### src/rtl/afgb_pkg.sv
package afgb_pkg;

    localparam int FRAC_BITS_DEF = 16;
    localparam int COEF_W        = 32;
    localparam int MAT_COEFS     = 16;
    localparam int STORE_DEPTH   = 32;
    localparam int CODE_W        = 6;
    localparam int FIELD_W       = 24;
    localparam int S_TDATA_W     = 232;
    localparam int S_TUSER_W     = 2;
    localparam int M_TDATA_W     = 96;
    localparam int M_TUSER_W     = 2;

    localparam logic REQ_LOAD = 1'b0;
    localparam logic REQ_TEST = 1'b1;

    typedef enum logic [1:0] {
        VERDICT_REJECT = 2'd0,
        VERDICT_INSIDE = 2'd1,
        VERDICT_GUARD  = 2'd2,
        VERDICT_CLIP   = 2'd3
    } verdict_t;

    typedef struct packed {
        logic [FIELD_W-1:0] near_codes;
        logic [FIELD_W-1:0] far_codes;
    } code_pair_t;

endpackage

### src/rtl/afgb_class.sv
module afgb_class #(
    parameter int FRAC_BITS = afgb_pkg::FRAC_BITS_DEF
) (
    input  logic                                           aclk,
    input  logic                                           en,
    input  logic signed [2*afgb_pkg::COEF_W-FRAC_BITS+1:0] clip [2][4][4],
    output afgb_pkg::code_pair_t                           codes
);
    import afgb_pkg::*;

    localparam int SW = 2 * COEF_W - FRAC_BITS + 2;

    code_pair_t codes_reg;
    code_pair_t codes_next;
    logic [CODE_W-1:0]  oc [2][4];
    logic signed [SW:0] nsum [2][4][3];

    always_comb begin
        for (int zs = 0; zs < 2; zs++) begin
            for (int k = 0; k < 4; k++) begin
                for (int a = 0; a < 3; a++) begin
                    nsum[zs][k][a] = (SW+1)'(clip[zs][k][a]) + (SW+1)'(clip[zs][k][3]);
                    oc[zs][k][2*a]   = clip[zs][k][a] > clip[zs][k][3];
                    oc[zs][k][2*a+1] = nsum[zs][k][a][SW];
                end
            end
        end
        for (int k = 0; k < 4; k++) begin
            codes_next.near_codes[(3-k)*CODE_W +: CODE_W] = oc[0][k];
            codes_next.far_codes[(3-k)*CODE_W +: CODE_W]  = oc[1][k];
        end
    end

    always_ff @(posedge aclk) begin
        if (en) begin
            codes_reg <= codes_next;
        end
    end

    assign codes = codes_reg;

endmodule

### config.mk
export PLATFORM = sky130hd
export DESIGN_NAME = afgb_class
export DESIGN_NICKNAME = d
export VERILOG_FILES = /design/src/rtl/afgb_pkg.sv /design/src/rtl/afgb_class.sv
export SDC_FILE = /design/constraint.sdc
export NUM_CORES = 2
export LEC_CHECK = 0
export BUFFER_PORTS_ARGS = -buffer_cell sky130_fd_sc_hd__buf_4
export CORE_AREA = 2 2 640 642
export CTS_BUF_LIST = sky130_fd_sc_hd__clkbuf_8
export DETAILED_ROUTE_END_ITERATION = 6
export DIE_AREA = 0 0 642 644
export PLACE_DENSITY = 0.3
export SYNTH_ARGS = -nofsm -noshare
export SYNTH_HDL_FRONTEND = slang
export SYNTH_SLANG_ARGS = --single-unit
### constraint.sdc
create_clock -name aclk -period 3.2 [get_ports aclk]
set_input_delay 0.16 -clock aclk [delete_from_list [all_inputs] [get_ports aclk]]
set_output_delay 0.16 -clock aclk [all_outputs]
set_load 0.05 [all_outputs]
[Yosys cells after proc, flatten, opt, wreduce, memory -nomap -nowiden]
Cells that the tools add are included.
Word-level totals
  flip-flop bits (word level): 48
  logic and storage cells: 50
  output and inout port bits: 48
Operators by class
  add/subtract/negate cells: 24
  magnitude comparators: 24
Operator list (count)
  50-bit by 50-bit adder with 51-bit output: 24
  50-bit > comparator: 24

[Longest topological paths before layout]
  depth after elaboration: 1
  mapped depth: 11

[Worst setup path before layout]
OpenSTA, ideal clock, no wires.
  path kind: input -> register
  from: input clip[16] (netlist bit)
  to: register codes_reg, in the netlist codes[1], data pin
  data arrival time: 2.050 ns
  library setup time: 0.262 ns
  setup slack: 0.887 ns
  cell stages on the path: 10
  path buffers: 0
  cells stage by stage: inv_1 -> ha_1 -> or4_1 -> nand2b_1 -> nor3_1 -> nor2_1 -> a21oi_1 -> a211oi_1 -> o21ai_1 -> mux2_1
RTL lines
  from (decl): line afgb_class.sv:6  | input logic signed [2*afgb_pkg::COEF_W-FRAC_BITS+1:0] clip [2][4][4],
  to (signal assigned): line afgb_class.sv:36  | codes_reg <= codes_next;
  to (decl): line afgb_class.sv:13  | code_pair_t codes_reg;

==> results.ini <==
[run_status]
result_of_the_run = finished clean

[finish]
layout-drive-gt1-share_pct = 22.40
instances_no_fill = 14310
flow.area_growth_from_synthesis_pct = 39.22
utilization_pct = 18.81
layout.cell_area.non_filler_um2 = 76660
n_fill_cell = 46190
nets = 12800
area_of_the_multi_input_gates_um2 = 50440
seq_area_um2 = 1441
largest_reg_flops = 48

[synthesis]
synth_most_common_cell = sky130_fd_sc_hd__ha_1
synth.yosys.warnings = 0
ys_types = 79
synthDominantAreaCellType = sky130_fd_sc_hd__ha_1
flip_flop_cell_with_the_highest_count_after_synthesis = sky130_fd_sc_hd__edfxtp_1
synthesis.instances = 6866
synth_top_area_share_pct = 54.53
mappedNetlistArea_um2 = 55070
synth-edff-count = 48
netlist_top_cells_area = sky130_fd_sc_hd__ha_1 55%, sky130_fd_sc_hd__a21oi_1 7.2%, sky130_fd_sc_hd__inv_1 5.7%, sky130_fd_sc_hd__nor2_1 3.7%, sky130_fd_sc_hd__a21o_1 3.4%
synth_area_per_cell_um2 = 8.020
synth-seq-cells = 48
netlist_top_cells_count = 2400 x sky130_fd_sc_hd__ha_1, 839 x sky130_fd_sc_hd__inv_1, 789 x sky130_fd_sc_hd__a21oi_1
postSynth.asyncResetShare_pct = 0
mappedNetlistNets = 10870
yosysSeqAreaShare_pct = 2.618

[setup_path]
critical_path_sink_type = flip-flop
worstPathMaxFanout = 4
worst_ep_arrival_time_ns = 3.18
setup.worst_path.start_class = input port
timing.setup.critical_path_class = input port to flip-flop
cp.required_ns = 3.50

[pwr]
vdd_ir_drop_max_mv = 0.2014
power.leakage_uw = 0.03971
cellPowerDensity_nw_per_um2 = 156.6
totalPowerFinal_uw = 12000

[sta]
timing.final.hold_violations = 0
fin_crit_ns = 2.882
highest_clock_rate_mhz = 347.0
post_route_clock_period_utilization_pct = 90.06
worst_margin_slew_ns = 1.005
timing.slew.headroom_pct = 32.26
report.final.slew_viol_count = 0
grt_setup_unrepaired = no
finalSetupViolCount = 0

[die]
core_um2 = 407500
boundaryPins = 1650
core.rowCount = 235
floorplan.die_area_um2 = 413400
die_x_um = 642
initial_util_pct = 13.51
die_height_um = 644

[clock_tree]
clock_sink_count = 48
postCtsSetupRepairBufs = 0
clk_pin_slew_worst_paths_ns = 0.21
ctsRootBufferMaster = sky130_fd_sc_hd__clkbuf_8
ctsLongestPathBuffers = 2
tritoncts = built
cts.htree.levels = 2
tritoncts.num_buffers = 5

[drt]
vias_per_cell = 4.136
initialDrtViolationCount = 2950
routed_wirelength_um = 382600
vias = 59170
antenna_left = 0
detail_route.first_pass.iterations = 5
drc = 0
wl_per_cell_um = 26.74

[place]
replace_congestion = 0.9625
place_area_um2 = 76370
hpwl_after_dpl_um = 360100
place_inst = 14240
port-buffer-count = 1649

[global_route]
vias_in_the_first_global_route = 61370
gr-usage-all-layers_pct = 17.69
grt.overflow.total = 0
largest_net_degree_at_the_start_of_global_routing = 40
number_of_antenna_violations_at_the_first_check_in_global_routing = 235
global_route_wire_length_before_repair_um = 513500

[hold_path]
min_from = clip[651]
classification_of_the_worst_slack_hold_path = input port to flip-flop
holdPathEnd = codes[22]
hold_depth = 3

[run]
max_cap_viol_count = 0

[kinds of logic after synthesis]
kind of cell    count (synthesis)  share of synthesized area [%]
fa+ha+maj                    2400                          54.53
compound gates               1845                          20.89
simple gates                 1686                          15.59
buf+inv                       857                          5.849
flops                          48                          2.618
mux                            17                         0.3135
xor+xnor                       13                         0.2068
[placed cells by master, fill, tap and decap left out, drive strengths merged, types with 7 or more instances in the layout]
cell type,netlist,final
nand4,243,243
or4,38,38
nand3,107,107
a21oi,789,789
a31oi,24,24
edfxtp,48,48
a31o,7,7
a221oi,19,19
o21a,9,9
ha,2400,2400
xnor2,10,10
o31ai,42,42
a2111oi,28,28
and4,12,12
a21o,250,250
nor4,227,227
nor2,541,541
o311ai,10,10
o21bai,150,150
o22ai,14,14
o2111ai,18,18
inv,848,849
nand2,189,189
diode,0,61
nor2b,98,98
nand2b,47,47
buf,3,1929
o211ai,29,29
o21ai,259,259
o221ai,19,19
a211oi,78,78
mux2i,15,15
o31a,29,29
a221o,9,9
or3,17,17
nor3,129,129
and3,13,13
[worst max-delay path: stages]
cell,delay [ns]
sky130_fd_sc_hd__buf_4,0.11
sky130_fd_sc_hd__inv_1,0.07
sky130_fd_sc_hd__ha_1,0.35
sky130_fd_sc_hd__nor4_1,0.51
sky130_fd_sc_hd__buf_4,0.24
sky130_fd_sc_hd__nand4_1,0.15
sky130_fd_sc_hd__nor4_4,0.31
sky130_fd_sc_hd__buf_4,0.21
sky130_fd_sc_hd__o21ai_0,0.36
sky130_fd_sc_hd__a41o_1,0.35
sky130_fd_sc_hd__a21oi_1,0.22
sky130_fd_sc_hd__xnor2_1,0.10
[how the worst max path moves through the flow]
stage          startpoint        to  cells after the start
2_1_floorplan    clip[16]  codes[1]                     10
3_3_place_gp    clip[226]  codes[7]                     12
3_5_place_dp    clip[227]  codes[7]                     12
4_1_cts         clip[227]  codes[7]                     12
5_1_grt         clip[227]  codes[7]                     12
6_report        clip[227]  codes[7]                     12
[final cells by class]
class                      instances  share of cell area (%)
timing repair buffer            1930                   18.92
sequential                        48                   1.880
antenna                           61                  0.1991
clock inverter                     3                 0.06039
clock buffer                       5                 0.08976
tap                             5451                   8.896
inverter                         848                   4.152
multi-input combinational       5961                   65.80
[routing by layer]
metal	track usage, %	share of wire, %
met5	0	0.15
met2	33.46	52
met3	3.206	4.7
met4	4.057	2.4
met1	20.34	41
[where the power goes]
part / leakage [uW] / internal [uW] / switching [uW]
Combinational: 0.0392 / 4280 / 6060
Sequential: 0.000469 / 814 / 67.1
Clock: 0.0000551 / 237 / 541
Total: 0.0397 / 5330 / 6670
[through the flow]
step / setup TNS, ns / setup slack (ns) / hold WS (ns)
floorplan: 0 / 0.8873 / 0.2725
global placement: -1.550 / -1.016 / 0.6521
detailed placement: -1.568 / -1.029 / 0.6555
CTS: 0 / 0.1322 / 0.02273
global route: 0 / 0.1734 / 0.06494
finish: 0 / 0.3180 / 0.1174
[repair_timing]
item	4_1_cts	5_1_grt
endpoints found under the hold margin	1	0
resized for setup	2	0
hold buffers	1	0
endpoints found under the setup margin	1	0
No activity file was read; power rests on OpenSTA's default activity.
